$ cat config.mk
export PLATFORM = sky130hd
export DESIGN_NAME = sirs_div_cell
export DESIGN_NICKNAME = d
export VERILOG_FILES = /design/src/rtl/assert_macros.svh /design/src/rtl/sirs_pkg.sv /design/src/rtl/sirs_div_cell.sv
export SDC_FILE = /design/constraint.sdc
export NUM_CORES = 1
export LEC_CHECK = 0
export ABC_CLOCK_PERIOD_IN_PS = 4950
export BUFFER_PORTS_ARGS = -buffer_cell sky130_fd_sc_hd__buf_2
export CAP_MARGIN = 20
export CORE_MARGIN = 8
export CORE_UTILIZATION = 30
export DETAILED_ROUTE_END_ITERATION = 10
export GPL_TIMING_DRIVEN = 0
export SLEW_MARGIN = 30
export SYNTH_ARGS = -nofsm -noshare
export SYNTH_HDL_FRONTEND = slang
export SYNTH_SLANG_ARGS = --single-unit
$ cat constraint.sdc
create_clock -name clk -period 4.95 [get_ports clk]
set_input_delay 0.2475 -clock clk [delete_from_list [all_inputs] [get_ports clk]]
set_output_delay 0.2475 -clock clk [all_outputs]
set_load 0.01 [all_outputs]
$ cat src/rtl/assert_macros.svh
// assertion macros for the rtl files, included by the top level
`ifndef ASSERT_MACROS_SVH
`define ASSERT_MACROS_SVH

// checked property, quiet while reset is held
`define SIRS_ASSERT(label, prop, msg) \
  label: assert property (@(posedge clk) disable iff (!rst_n) (prop)) else $error(msg);

// checked property that also holds across reset
`define SIRS_ASSERT_RST(label, prop, msg) \
  label: assert property (@(posedge clk) (prop)) else $error(msg);

`endif

$ cat src/rtl/sirs_pkg.sv
// types, constants and helpers for the subordinate id range start block
`timescale 1ns / 1ps

package sirs_pkg;

  localparam int ID_W      = 32;
  localparam int STAT_W    = 3;
  localparam int PROD_W    = 2 * ID_W;
  localparam int CFG_IDX_W = 3;
  // one remainder step per dividend bit
  localparam int DIV_STEPS = PROD_W;

  // register indexes
  localparam logic [CFG_IDX_W-1:0] REG_UID_BASE    = 3'd0;
  localparam logic [CFG_IDX_W-1:0] REG_LOWEST_ID   = 3'd1;
  localparam logic [CFG_IDX_W-1:0] REG_HIGHEST_ID  = 3'd2;
  localparam logic [CFG_IDX_W-1:0] REG_BLOCK_COUNT = 3'd3;
  localparam logic [CFG_IDX_W-1:0] REG_WRAP_ENABLE = 3'd4;

  // status codes
  localparam logic [STAT_W-1:0] ST_OK        = 3'd0;
  localparam logic [STAT_W-1:0] ST_BELOW     = 3'd1;
  localparam logic [STAT_W-1:0] ST_ZERO_CNT  = 3'd2;
  localparam logic [STAT_W-1:0] ST_NO_SPACE  = 3'd3;
  localparam logic [STAT_W-1:0] ST_OVERFLOW  = 3'd4;
  localparam logic [STAT_W-1:0] ST_BEYOND    = 3'd5;

  localparam logic [ID_W-1:0] ERR_START = '1;

  // reset values of the registers
  localparam logic [ID_W-1:0] RST_UID_BASE    = 32'd0;
  localparam logic [ID_W-1:0] RST_LOWEST_ID   = 32'd0;
  localparam logic [ID_W-1:0] RST_HIGHEST_ID  = 32'hFFFF_FFFE;
  localparam logic [ID_W-1:0] RST_BLOCK_COUNT = 32'h0001_0000;

  typedef struct packed {
    logic [ID_W-1:0] uid_base;
    logic [ID_W-1:0] lowest_id;
    logic [ID_W-1:0] highest_id;
    logic [ID_W-1:0] block_count;
    logic            wrap_enable;
  } cfg_t;

  // item as it moves along the remainder chain
  typedef struct packed {
    logic [STAT_W-1:0] status;
    logic [ID_W-1:0]   start;
    logic [PROD_W-1:0] dvd;
    logic [ID_W-1:0]   rem;
  } item_t;

  // size of the id space, wraps to zero for the full 32-bit range
  function automatic logic [ID_W-1:0] space_of(cfg_t c);
    return c.highest_id - c.lowest_id + ID_W'(1);
  endfunction

endpackage

$ cat src/rtl/sirs_div_cell.sv
// one restoring remainder step per cell, one dividend bit each
`timescale 1ns / 1ps

module sirs_div_cell (
  input  logic                      clk,
  input  logic                      rst_n,
  input  logic [sirs_pkg::ID_W-1:0] space,
  input  logic                      up_valid,
  output logic                      up_ready,
  input  sirs_pkg::item_t           up_item,
  output logic                      dn_valid,
  input  logic                      dn_ready,
  output sirs_pkg::item_t           dn_item
);

  logic            valid_r;
  sirs_pkg::item_t item_r, item_nxt;
  logic [sirs_pkg::ID_W:0] trial;
  logic [sirs_pkg::ID_W:0] diff;

  assign up_ready = !valid_r || dn_ready;

  // shift in the next dividend bit, subtract the space where it fits
  assign trial = {up_item.rem, up_item.dvd[sirs_pkg::PROD_W-1]};
  assign diff  = trial - {1'b0, space};

  always_comb begin
    item_nxt        = up_item;
    item_nxt.dvd    = {up_item.dvd[sirs_pkg::PROD_W-2:0], 1'b0};
    if (trial >= {1'b0, space}) begin
      item_nxt.rem = diff[sirs_pkg::ID_W-1:0];
    end else begin
      item_nxt.rem = trial[sirs_pkg::ID_W-1:0];
    end
  end

  always_ff @(posedge clk) begin
    if (!rst_n) begin
      valid_r <= 1'b0;
    end else if (up_ready) begin
      valid_r <= up_valid;
    end
  end

  always_ff @(posedge clk) begin
    if (up_ready) begin
      item_r <= item_nxt;
    end
  end

  assign dn_valid = valid_r;
  assign dn_item  = item_r;

endmodule

## Word-level counts from Yosys, hierarchy flattened

Index checks and enable logic that the tools add are counted.

- Register bits after elaboration: 131
- Input bits: 167
- Output and inout port bits: 133
- Word-level logic and storage cells: 10

- Add/subtract/negate cells: 1
- Order comparisons: 1
- Muxes and demuxes: 1
- Reduce and logical (&&, ||, !) cells: 2

Operators with widths:

| cell | count |
|---|---|
| >= comparator 33 x 32 -> 1 bit | 1 |
| 2-to-1 mux 32 bit | 1 |
| subtractor 32 bit | 1 |
| zero test 1 bit | 1 |
| logical OR 1 bit | 1 |

## Logic depth before layout (Yosys ltp)

- Depth in word-level cells: 2
- Mapped depth: 12
- Mapped depth without buffers: 12

## Least setup slack after synthesis

Ideal clock, no wire load.

- Kind: input port to flip-flop
- Start: input dn_ready
- End: register valid_r (netlist: dn_valid)
- Library setup time: 0.308 ns
- Arrival time: 3.827 ns
- Data required time: 4.642 ns
- Slack: 0.815 ns
- Stages: 2
- Buffers on the path: 0
- Cells stage by stage: nand2b_1 -> a21boi_0

- Cells in the longest elaborated chain, start to end: 1

RTL lines:

| element | line | text |
|---|---|---|
| start: declaration | sirs_div_cell.sv:12 | `input logic dn_ready,` |
| logical OR 1 bit | sirs_div_cell.sv:21 | `assign up_ready = !valid_r \|\| dn_ready;` |
| end signal: assignment | sirs_div_cell.sv:41 | `valid_r <= up_valid;` |
| end: declaration | sirs_div_cell.sv:16 | `logic valid_r;` |

No other way between the ends.
A chain may end at the register's enable or synchronous reset.

==> impl_metrics.json <==
{
  "gp_congestion": 0.810,
  "grt_max_degree": 44,
  "cp_max_fo": 4,
  "post-route-util": 0.457,
  "setup-violations-final": 0,
  "grt_pass1_wl_mm": 32.0,
  "drv_slew": 0,
  "r2r_start": "dn_valid",
  "cts_made_buffers": 17,
  "end_kind": "flip-flop",
  "hp-class": "input pin to flip-flop",
  "swShare": 0.273,
  "synth_warnings": 0,
  "core-area_um2": 21100,
  "cp-start-kind": "input pin",
  "cap_violations": 0,
  "seq_area_frac_synth": 0.608,
  "synth_edf_count": 130,
  "grt_overflow": 0,
  "whs_endpoint": "dn_item[101]",
  "dr.pass1.iters": 4,
  "track_usage": 0.159,
  "synthToLayoutAreaGrowth_pct": 49.5,
  "die_area_um2": 26500,
  "synth-seq-cells": 131,
  "synth_area_um2": 6450,
  "initial_core_util": 0.306,
  "clockRootBuffer": "clkbuf_16",
  "skew_ns": 0.0187,
  "drive_above_1_share": 0.426,
  "grt_busiest_layer": "met2",
  "drt_iter0_drc": 201,
  "synth_flop_cell": "edfxtp_1",
  "cts_setup_buffers": 0,
  "ant_nets": 0,
  "wl_mm": 21.9,
  "whs_path_depth": 1,
  "syn_avg_cell_area_um2": 13.6,
  "vias_per_cell": 4.59,
  "ctsResizeCount": 0,
  "cts_buffer_depth": 2,
  "holdBufCountCts": 65,
  "combPwrFrac": 0.205,
  "drc_errors": 0,
  "maxSlewHeadroom": 0.453,
  "syn_inst": 474,
  "reg2reg_slack_ns": 3.41,
  "cts.sinks": 131,
  "multi_input_area_um2": 2290,
  "grt_util_met3": 0.0478,
  "syn-num-nets": 674,
  "portBuffers": 298,
  "die_w_um": 163,
  "status": "complete, no violations",
  "htree_levels": 4,
  "rsz0062_at_grt": "no",
  "grt_util_met2": 0.291,
  "p_int_mw": 2.44,
  "hold_start": "up_item[101]",
  "fin_crit_ns": 2.88,
  "leakage_nw": 4.46,
  "hold_viol_final": 0,
  "p_per_area_nw_per_um2": 349,
  "dp.final_hpwl_mm": 17.3,
  "p_sw_uw": 919,
  "antenna_found_initial": 2,
  "synth_cell_types": 62,
  "arrival_ns": 3.04,
  "fill_cells": 2006,
  "seq_power_share": 0.410,
  "worstSetupPathType": "input pin to flip-flop",
  "cts_tree": "built",
  "fin_crit_sh": 0.582,
  "worstPathRequired_ns": 5.11,
  "num_vias": 5289,
  "seq_area_um2": 3920,
  "nets": 1062,
  "whs_ns": 0.0146,
  "grt_pass1_vias": 5586,
  "worst_slew_pin_slew_ns": 0.815,
  "io_pins": 300,
  "die_y_um": 163,
  "insertion_delay_ns": 0.42,
  "reg2reg_depth": 3,
  "peakVddDrop_mv": 0.204,
  "grtUsageMet1": 0.172,
  "timing.fmax_ghz": 0.347,
  "clkPwrFrac": 0.385,
  "wl_per_cell_um": 19.0,
  "worstReg2RegEnd": "dn_item[5]",
  "row_count": 53,
  "clk_pin_slew_ns": 0.06,
  "async_flop_share": 0
}
==> worst max path at each step <==
stage / from / to / slack, ns / cells past startpoint
2_1_floorplan: dn_ready / dn_valid / 0.81 / 2
3_3_place_gp: dn_ready / up_ready / -0.93 / 3
3_5_place_dp: up_item[95] / dn_item[30] / 1.63 / 13
4_1_cts: up_item[95] / dn_item[30] / 2.06 / 13
5_1_grt: up_item[95] / dn_item[30] / 1.88 / 13
6_report: up_item[95] / dn_item[30] / 2.07 / 13
==> per-stage QoR <==
stage / worst slack [ns] / setup TNS, ns / power (mW) / instance area (µm²) / instances
6_report: 2.07 / 0 / 3.36 / 9650 / 1152
5_1_grt: 1.88 / 0 / 3.51 / 9650 / 1152
4_1_cts: 2.06 / 0 / 3.41 / 9610 / 1147
3_5_place_dp: 1.63 / 0 / 2.05 / 8360 / 1050
3_3_place_gp: -0.930 / -73.92 / 2.05 / 8290 / 1047
2_1_floorplan: 0.815 / 0 / 1.78 / 6450 / 474
==> registers in the layout, summed over array words and instances, names as in the netlist <==
register and flops:
dn_item 130, dn_valid 1
==> placed cells by master (no fill, tap or decap), types with 5 or more instances in the layout <==
master,synthesis,final
buf_2,0,298
edfxtp_1,130,130
dlygate4sd3_1,0,68
inv_1,45,45
ha_1,32,32
a21oi_1,26,26
a21o_1,22,22
xnor2_1,20,20
nor2_1,18,18
o21ai_0,17,17
mux2_4,17,17
clkbuf_16,0,17
nand3_1,16,16
nand2_1,14,14
clkbuf_1,6,7
a211oi_1,7,7
and3_1,6,6
nand2b_1,7,6
a31oi_1,5,5
o211ai_1,5,5
o21a_1,5,5
xor2_1,5,5
inv_6,0,5
==> routing by layer <==
layer | share of wire | vias to the layer above
li1 | - | 2569
met1 | 0.38 | 2501
met2 | 0.52 | 201
met3 | 0.082 | 18
met4 | 0.015 | 0
met5 | 0 | -
==> cell families after synthesis <==
family / after synthesis / share of synthesized area
and+or+nand+nor: 87 / 0.0741
other: 1 / 0.000581
DFF: 131 / 0.608
adders and majority gates: 33 / 0.0652
AOI/OAI and AO/OA: 116 / 0.129
buffers and inverters: 57 / 0.0380
muxes: 24 / 0.0510
xor gates and xnor gates: 25 / 0.0339
==> cells in the mapped netlist (3+ instances only) <==
| master | instances | area [µm²] |
|---|---|---|
| edfxtp_1 | 130 | 3900 |
| inv_1 | 45 | 169 |
| ha_1 | 32 | 400 |
| a21oi_1 | 26 | 130 |
| a21o_1 | 22 | 165 |
| xnor2_1 | 20 | 175 |
| nor2_1 | 18 | 67.6 |
| mux2_4 | 17 | 255 |
| o21ai_0 | 17 | 85.1 |
| nand3_1 | 16 | 80.1 |
| nand2_1 | 14 | 52.6 |
| a211oi_1 | 7 | 52.6 |
| nand2b_1 | 7 | 43.8 |
| and3_1 | 6 | 37.5 |
| clkbuf_1 | 6 | 22.5 |
| a31oi_1 | 5 | 31.3 |
| o211ai_1 | 5 | 37.5 |
| o21a_1 | 5 | 37.5 |
| xor2_1 | 5 | 43.8 |
| a211o_1 | 4 | 35.0 |
| a21boi_0 | 4 | 30.0 |
| mux2i_1 | 4 | 40.0 |
| and2_1 | 3 | 18.8 |
| and4_1 | 3 | 26.3 |
| buf_6 | 3 | 33.8 |
| mux2_2 | 3 | 33.8 |
| nand3b_1 | 3 | 22.5 |
| nor3_1 | 3 | 15.0 |
==> power groups by stage <==
stage	sequential (mW)	combinational (mW)	clock [mW]
3_5_place_dp	1.40	0.648	0
6_report	1.38	0.689	1.29
3_3_place_gp	1.41	0.639	0
4_1_cts	1.38	0.696	1.33
2_1_floorplan	1.48	0.309	0
5_1_grt	1.39	0.755	1.37
==> critical path, stage by stage <==
cell and delay [ns]:
buf_2 0.11, inv_1 0.05, ha_1 0.14, inv_1 0.05, fa_1 0.41, a21o_1 0.19
a22oi_1 0.33, a211oi_1 0.26, a31oi_1 0.48, o211ai_1 0.20, a31oi_1 0.25, xnor2_1 0.08
mux2_4 0.25
==> layout make-up <==
cell class,count,share of cell area
antenna,2,0.000519
buffer,12,0.00791
clock buffer,18,0.0445
clock inverter,14,0.0175
inverter,45,0.0175
multi-input combinational,286,0.237
sequential,131,0.407
tap,275,0.0357
timing repair buffer,369,0.232
Note: power is estimated with default switching activity, not from simulation.
