--- config.mk ---
export PLATFORM = sky130hd
export DESIGN_NAME = sirs_front
export DESIGN_NICKNAME = d
export VERILOG_FILES = /design/src/rtl/assert_macros.svh /design/src/rtl/sirs_pkg.sv /design/src/rtl/sirs_front.sv
export SDC_FILE = /design/constraint.sdc
export NUM_CORES = 2
export LEC_CHECK = 0
export BUFFER_PORTS_ARGS = -buffer_cell sky130_fd_sc_hd__buf_4
export CAP_MARGIN = 40
export CORE_MARGIN = 3
export CORE_UTILIZATION = 31
export CTS_CLUSTER_SIZE = 24
export DETAILED_ROUTE_END_ITERATION = 10
export GPL_TIMING_DRIVEN = 0
export PLACE_DENSITY = 0.49
export SLEW_MARGIN = 10
export SYNTH_ARGS = -nofsm -noshare
export SYNTH_HDL_FRONTEND = slang
export SYNTH_SLANG_ARGS = --single-unit
--- constraint.sdc ---
create_clock -name clk -period 8.72 [get_ports clk]
set_input_delay 0.872 -clock clk [delete_from_list [all_inputs] [get_ports clk]]
set_output_delay 0.872 -clock clk [all_outputs]
set_load 0.005 [all_outputs]
--- src/rtl/assert_macros.svh ---
// assertion macros for the rtl files, included by the top level
`ifndef ASSERT_MACROS_SVH
`define ASSERT_MACROS_SVH

// checked property, quiet while reset is held
`define SIRS_ASSERT(label, prop, msg) \
  label: assert property (@(posedge clk) disable iff (!rst_n) (prop)) else $error(msg);

// checked property that also holds across reset
`define SIRS_ASSERT_RST(label, prop, msg) \
  label: assert property (@(posedge clk) (prop)) else $error(msg);

`endif

--- src/rtl/sirs_pkg.sv ---
// types, constants and helpers for the subordinate id range start block
`timescale 1ns / 1ps

package sirs_pkg;

  localparam int ID_W      = 32;
  localparam int STAT_W    = 3;
  localparam int PROD_W    = 2 * ID_W;
  localparam int CFG_IDX_W = 3;
  // one remainder step per dividend bit
  localparam int DIV_STEPS = PROD_W;

  // register indexes
  localparam logic [CFG_IDX_W-1:0] REG_UID_BASE    = 3'd0;
  localparam logic [CFG_IDX_W-1:0] REG_LOWEST_ID   = 3'd1;
  localparam logic [CFG_IDX_W-1:0] REG_HIGHEST_ID  = 3'd2;
  localparam logic [CFG_IDX_W-1:0] REG_BLOCK_COUNT = 3'd3;
  localparam logic [CFG_IDX_W-1:0] REG_WRAP_ENABLE = 3'd4;

  // status codes
  localparam logic [STAT_W-1:0] ST_OK        = 3'd0;
  localparam logic [STAT_W-1:0] ST_BELOW     = 3'd1;
  localparam logic [STAT_W-1:0] ST_ZERO_CNT  = 3'd2;
  localparam logic [STAT_W-1:0] ST_NO_SPACE  = 3'd3;
  localparam logic [STAT_W-1:0] ST_OVERFLOW  = 3'd4;
  localparam logic [STAT_W-1:0] ST_BEYOND    = 3'd5;

  localparam logic [ID_W-1:0] ERR_START = '1;

  // reset values of the registers
  localparam logic [ID_W-1:0] RST_UID_BASE    = 32'd0;
  localparam logic [ID_W-1:0] RST_LOWEST_ID   = 32'd0;
  localparam logic [ID_W-1:0] RST_HIGHEST_ID  = 32'hFFFF_FFFE;
  localparam logic [ID_W-1:0] RST_BLOCK_COUNT = 32'h0001_0000;

  typedef struct packed {
    logic [ID_W-1:0] uid_base;
    logic [ID_W-1:0] lowest_id;
    logic [ID_W-1:0] highest_id;
    logic [ID_W-1:0] block_count;
    logic            wrap_enable;
  } cfg_t;

  // item as it moves along the remainder chain
  typedef struct packed {
    logic [STAT_W-1:0] status;
    logic [ID_W-1:0]   start;
    logic [PROD_W-1:0] dvd;
    logic [ID_W-1:0]   rem;
  } item_t;

  // size of the id space, wraps to zero for the full 32-bit range
  function automatic logic [ID_W-1:0] space_of(cfg_t c);
    return c.highest_id - c.lowest_id + ID_W'(1);
  endfunction

endpackage

--- src/rtl/sirs_front.sv ---
// front stages: offset, product and the strict range checks
`timescale 1ns / 1ps

module sirs_front (
  input  logic                 clk,
  input  logic                 rst_n,
  input  sirs_pkg::cfg_t       cfg,
  input  logic                 up_valid,
  output logic                 up_ready,
  input  logic [sirs_pkg::ID_W-1:0] up_user_id,
  output logic                 dn_valid,
  input  logic                 dn_ready,
  output sirs_pkg::item_t      dn_item
);

  logic [sirs_pkg::ID_W-1:0] space;

  logic v0_r, v1_r, v2_r, v3_r;
  logic r0, r1, r2, r3;

  // stage 0 payload
  logic [sirs_pkg::ID_W-1:0]   offset0_r;
  logic                        below0_r;
  logic [sirs_pkg::ID_W:0]     diff0_nxt;

  // stage 1 payload
  logic [sirs_pkg::PROD_W-1:0] prod1_r, prod1_nxt;
  logic [sirs_pkg::STAT_W-1:0] st1_r, st1_nxt;

  // stage 2 payload
  logic [sirs_pkg::PROD_W-1:0] prod2_r;
  logic [sirs_pkg::STAT_W-1:0] st2_r;
  logic [sirs_pkg::ID_W:0]     start2_r, start2_nxt;
  logic                        hi2_r;

  // stage 3 payload
  sirs_pkg::item_t             item3_r, item3_nxt;
  logic [sirs_pkg::ID_W+1:0]   end3;

  assign space = sirs_pkg::space_of(cfg);

  // ready ripples back through empty stages
  assign r3 = !v3_r || dn_ready;
  assign r2 = !v2_r || r3;
  assign r1 = !v1_r || r2;
  assign r0 = !v0_r || r1;
  assign up_ready = r0;

  // offset with borrow as the below-base flag
  assign diff0_nxt = {1'b0, up_user_id} - {1'b0, cfg.uid_base};

  // early checks and the product
  always_comb begin
    prod1_nxt = sirs_pkg::PROD_W'(offset0_r) * sirs_pkg::PROD_W'(cfg.block_count);
    if (below0_r) begin
      st1_nxt = sirs_pkg::ST_BELOW;
    end else if (cfg.block_count == '0) begin
      st1_nxt = sirs_pkg::ST_ZERO_CNT;
    end else if (cfg.block_count > space) begin
      st1_nxt = sirs_pkg::ST_NO_SPACE;
    end else begin
      st1_nxt = sirs_pkg::ST_OK;
    end
  end

  // start of the block in strict mode
  assign start2_nxt = {1'b0, cfg.lowest_id} + {1'b0, prod1_r[sirs_pkg::ID_W-1:0]};

  // end of the block and the strict verdict
  assign end3 = {1'b0, start2_r} + {2'b00, cfg.block_count - sirs_pkg::ID_W'(1)};

  always_comb begin
    item3_nxt.start = start2_r[sirs_pkg::ID_W-1:0];
    item3_nxt.dvd   = prod2_r;
    item3_nxt.rem   = '0;
    if (st2_r != sirs_pkg::ST_OK) begin
      item3_nxt.status = st2_r;
    end else if (cfg.wrap_enable) begin
      item3_nxt.status = sirs_pkg::ST_OK;
    end else if (hi2_r || start2_r[sirs_pkg::ID_W] ||
                 (end3[sirs_pkg::ID_W+1:sirs_pkg::ID_W] != 2'b00)) begin
      item3_nxt.status = sirs_pkg::ST_OVERFLOW;
    end else if (end3[sirs_pkg::ID_W-1:0] > cfg.highest_id) begin
      item3_nxt.status = sirs_pkg::ST_BEYOND;
    end else begin
      item3_nxt.status = sirs_pkg::ST_OK;
    end
  end

  // valid flags
  always_ff @(posedge clk) begin
    if (!rst_n) begin
      v0_r <= 1'b0;
      v1_r <= 1'b0;
      v2_r <= 1'b0;
      v3_r <= 1'b0;
    end else begin
      if (r0) v0_r <= up_valid;
      if (r1) v1_r <= v0_r;
      if (r2) v2_r <= v1_r;
      if (r3) v3_r <= v2_r;
    end
  end

  // payload moves with its stage
  always_ff @(posedge clk) begin
    if (r0) begin
      offset0_r <= diff0_nxt[sirs_pkg::ID_W-1:0];
      below0_r  <= diff0_nxt[sirs_pkg::ID_W];
    end
    if (r1) begin
      prod1_r <= prod1_nxt;
      st1_r   <= st1_nxt;
    end
    if (r2) begin
      prod2_r  <= prod1_r;
      st2_r    <= st1_r;
      start2_r <= start2_nxt;
      hi2_r    <= |prod1_r[sirs_pkg::PROD_W-1:sirs_pkg::ID_W];
    end
    if (r3) begin
      item3_r <= item3_nxt;
    end
  end

  assign dn_valid = v3_r;
  assign dn_item  = item3_r;

endmodule

* Word-level counts from Yosys, hierarchy flattened
Cells that the tools add are included.
** Operators by class
- $add $sub $neg :: 6
- Multipliers :: 1
- Divide/modulo/power cells :: 0
- Magnitude comparators :: 2
- Eq/ne operators :: 0
- Shift operators :: 0
- Muxes and demuxes :: 6
- Bitwise logic cells :: 0
- Reductions and logical operators :: 15
** Operator list (number)
- > comparator 32 bit :: 2
- multiplier 32 x 32 -> 64 bit :: 1
- adder 33 x 32 -> 34 bit :: 1
- adder 32 x 32 -> 33 bit :: 1
- subtractor 32 x 32 -> 33 bit :: 1
- adder 32 x 1 -> 32 bit (second input constant) :: 1
- zero test 32 bit :: 1
- OR reduction 32 bit :: 1
- subtractor 32 x 1 -> 32 bit (second input constant) :: 1
- subtractor 32 bit :: 1
- two-way mux 3 bit :: 4
- logical OR 1 bit :: 6
- zero test 1 bit :: 4
- two-way mux 2 bit :: 2
- nonzero test 3 bit :: 1
- nonzero test 2 bit :: 1
- OR reduction 2 bit :: 1
** Storage, ports and cells
- Flip-flop bits (word level) :: 304
- Bits in latches :: 0
- RAM bits :: 0
- Bits in read-only memories :: 0
- Output and inout port bits :: 133
- Word-level logic and storage cells :: 46
- Memories :: 0

* Depth between registers and ports, before layout
- Word-level depth :: 7
- Mapped depth :: 28
- Depth with buffers taken out :: 26

* Worst setup path before layout
No wires, ideal clock.
- Path kind :: input -> register
- Start :: in cfg[9] in the netlist's numbering
- End :: reg prod1_r[63] in the netlist's numbering (data pin)
- Library setup time :: 0.261 ns
- Data arrival time :: 7.682 ns
- Path slack :: 0.777 ns
- Stages :: 26
- Cells stage by stage :: clkbuf_1 clkbuf_1 and2_1 fa_1 fa_1 inv_1 fa_1 fa_1 inv_1 fa_1 fa_1 fa_1 inv_1 fa_1 inv_1 ha_1 a21oi_1 o21ai_1 or3b_1 a221oi_2 inv_1 o21ai_2 a211oi_4 o311ai_4 o21ai_0 xnor2_1
** On the way
- Word-level cells in the longest chain between the ends :: 1
** RTL lines
- start: declaration :: line sirs_front.sv:7 : input sirs_pkg::cfg_t cfg,
- multiplier 32 x 32 -> 64 bit :: line sirs_front.sv:54 : prod1_nxt = sirs_pkg::PROD_W'(offset0_r) * sirs_pkg::PROD_W'(cfg.block_count);
- via prod1_nxt (one bit) :: line sirs_front.sv:27 : logic [sirs_pkg::PROD_W-1:0] prod1_r, prod1_nxt;
- end signal: assignment :: line sirs_front.sv:112 : prod1_r <= prod1_nxt;
- end: declaration :: line sirs_front.sv:27
The timed path passes the listed nets, and every way through them passes these cells.
A chain may end at the register's enable or synchronous reset.

* Worst setup path in the final report
- Start :: reg offset0_r[3] in the netlist's numbering
- End :: reg prod1_r[32] in the netlist's numbering (data pin)
** On the way
- Word-level cells in the longest chain between the ends :: 1
** RTL lines
- start: declaration :: line sirs_front.sv:22 : logic [sirs_pkg::ID_W-1:0] offset0_r;
- start signal: assignment :: line sirs_front.sv:108 : offset0_r <= diff0_nxt[sirs_pkg::ID_W-1:0];
- multiplier 32 x 32 -> 64 bit :: line sirs_front.sv:54
- via prod1_nxt (one bit) :: line sirs_front.sv:27
The timed path passes the listed nets, and every way through them passes these cells.

==> results.json <==
{
  "cts_hold_buf": 0,
  "worst_slack_ns": 0.118,
  "antenna_found_initial": 28,
  "cpPeakStageDelay_ns": 0.57,
  "critPathTopFamily": "adder cells",
  "layout-drive-gt1-share_pct": 11.4,
  "ys_top_cells_by_count": "inv_1 (1009), fa_1 (900), and2_1 (608)",
  "die_area_um2": 171000,
  "fmax_mhz": 116,
  "ys_types": 83,
  "track_usage_pct": 23.5,
  "post-place-ws_ns": -2.00,
  "yosys.area.top_type": "fa_1",
  "grt_pass1_wl_um": 286000,
  "synth-edff-count": 298,
  "ys_seq_area_share_pct": 17.6,
  "row_count": 148,
  "crit_required_ns": 9.11,
  "drtIter0Drc": 2950,
  "hpwlAfterDp_um": 174000,
  "layout_min_cycle_time_ns": 8.60,
  "dp.cells": 7849,
  "num_vias": 39177,
  "slew_headroom_pct": 35.8,
  "cp-start-kind": "flop",
  "final_util_pct": 36.5,
  "status": "finished clean",
  "num-fill-cells": 16761,
  "hold_viol_final": 0,
  "clock-root-buffer": "clkbuf_16",
  "grt_pass1_vias": 41111,
  "dieWidth_um": 413,
  "fin_skew_ns": 0.0530,
  "async_flop_share_pct": 0,
  "gp_congestion": 1.01,
  "io_pins": 298,
  "nets": 7263,
  "fin_worst_hold_slack_ns": 0.402,
  "maxCapViolations": 0,
  "syn_inst": 5249,
  "clockBufferDepth": 3,
  "synth_flop_cell": "edfxtp_1",
  "ant_nets": 0,
  "path_max_fanout": 6,
  "hold_class": "reg2reg",
  "first_pass_iters": 5,
  "wl_per_cell_um": 25.3,
  "synth_top_area_share_pct": 35.1,
  "core-area_um2": 164000,
  "cts_max_level": 2,
  "synth_seq_cells": 302,
  "path_class": "reg2reg",
  "numCtsBuffers": 39,
  "fin_cells": 7922,
  "cts_sinks": 302,
  "die_height_um": 413,
  "synth_most_common_cell": "inv_1",
  "overflow": 0,
  "cp_common_cell": "fa_1",
  "routed_wirelength_um": 200000,
  "slowest_stage": "o31ai_1",
  "worst_setup_path_end_kind": "flop",
  "port_buffers": 264,
  "worst_pin_slew_ns": 0.963,
  "slew_viol_final": 0,
  "grt_max_degree": 60,
  "initial_utilization_pct": 31.4,
  "syn_area_um2": 51400,
  "syn_area_per_cell_um2": 9.79,
  "yosysWarnings": 0,
  "areaGrowthSynthToFinish_pct": 16.1,
  "drc_errors": 0,
  "yosys-top-cells-area": "fa_1 (35%), edfxtp_1 (17%), ha_1 (12%)",
  "critPathBufInv": 8,
  "routed_via_density": 4.95,
  "path_clk_slew_ns": 0.06,
  "finalCritPeriodShare_pct": 98.6,
  "setup_viol": 0,
  "critPathArrivalTime_ns": 8.99,
  "worstSkewPairLatency_ns": 0.64,
  "cts_tree": "yes"
}
==> area by class of cell <==
type	count	area, um^2	area share, %
Clock buffer	45	998	1.67
Sequential cell	302	9030	15.1
Timing Repair Buffer	415	3840	6.44
Tap cell	2175	2720	4.56
Clock inverter	24	357	0.598
Multi-Input combinational cell	3697	37700	63.3
Inverter	1009	3790	6.36
Antenna cell	7	17.5	0.0294
Buffer	248	1170	1.96
==> per-layer routing <==
metal	vias up	global-route usage, %	part of all wire [%]
met1	19851	29.3	40
met3	466	3.56	6.5
met5	-	0	0.035
met2	1519	38.8	46
met4	10	13.3	7.1
li1	17331	-	-
==> metrics by stage <==
| step | cell area, um^2 | TNS [ns] |
|---|---|---|
| after floorplan | 51500 | 0 |
| after global placement | 56200 | -89.72 |
| after detailed placement | 57900 | -47.11 |
| after CTS | 59500 | 0 |
| after global routing | 59700 | -0.0202 |
| final | 59700 | 0 |
==> cells in the final DEF, fill, tap and decap left out, types with 8 or more instances in the layout <==
cell type  netlist  routed
edfxtp_1       298     298
nor2_1         106     105
nand4_1         48      48
o21bai_1        22      22
and2_1         608     608
xor2_1          74      73
a211oi_1        11      10
buf_8            0      46
buf_2            2       9
nand2b_1        29      29
a21o_1         118     118
clkbuf_16        0      39
nand3_1         33      33
a21oi_1        186     181
nor4_1          19      19
inv_1         1009    1007
nor3_1          36      36
nor2b_1         29      29
buf_6            0      72
o21a_1          27      27
xnor2_1        122     122
a31oi_1         19      18
o21ai_0         92      89
buf_4           32     317
clkbuf_1       237     140
ha_1           486     479
clkbuf_2         0      69
conb_1           1      32
fa_1           900     898
and4_1           8       8
nand2_1        531     527
and3_1          21      20
o21ai_1         10      11
==> timing repair <==
action                     4_1_cts  5_1_grt
setup endpoints to repair       32       18
setup buffers                   14        6
gates resized for setup         70       91
pin swaps                        4       13
==> logic make-up (layout without fill, tap and decap cells) <==
group / Yosys count / count (layout) / share of synthesized area [%]
compound gates: 582 / 582 / 7.46
fa+ha+maj: 1386 / 1386 / 46.9
simple gates: 1499 / 1499 / 15.1
flops: 302 / 302 / 17.6
mux: 2 / 2 / 0.0414
xor+xnor: 196 / 196 / 3.34
buf+inv: 1281 / 1741 / 9.60
other cells: 1 / 39 / 0.00730
==> flip-flops by register name (all words and copies together) (netlist names) <==
signal	cells
v2_r	1
dn_item	99
hi2_r	1
below0_r	1
prod2_r	64
dn_valid	1
offset0_r	32
prod1_r	64
v1_r	1
start2_r	33
st2_r	2
v0_r	1
st1_r	2
==> path summary, 6_finish.rpt <==
kind	start	endpoint	slack [ns]	cells past startpoint
setup / recovery	offset0_r[3]	prod1_r[32]	0.12	28
hold / removal	prod1_r[57]	prod2_r[57]	0.40	0
hold reg to reg	prod1_r[57]	prod2_r[57]	0.40	0
setup reg to reg	offset0_r[3]	prod1_r[32]	0.12	28
Power is left out: the tool's default activity adds up to more than one toggle a clock period on the data nets, which glitch-free logic cannot reach.
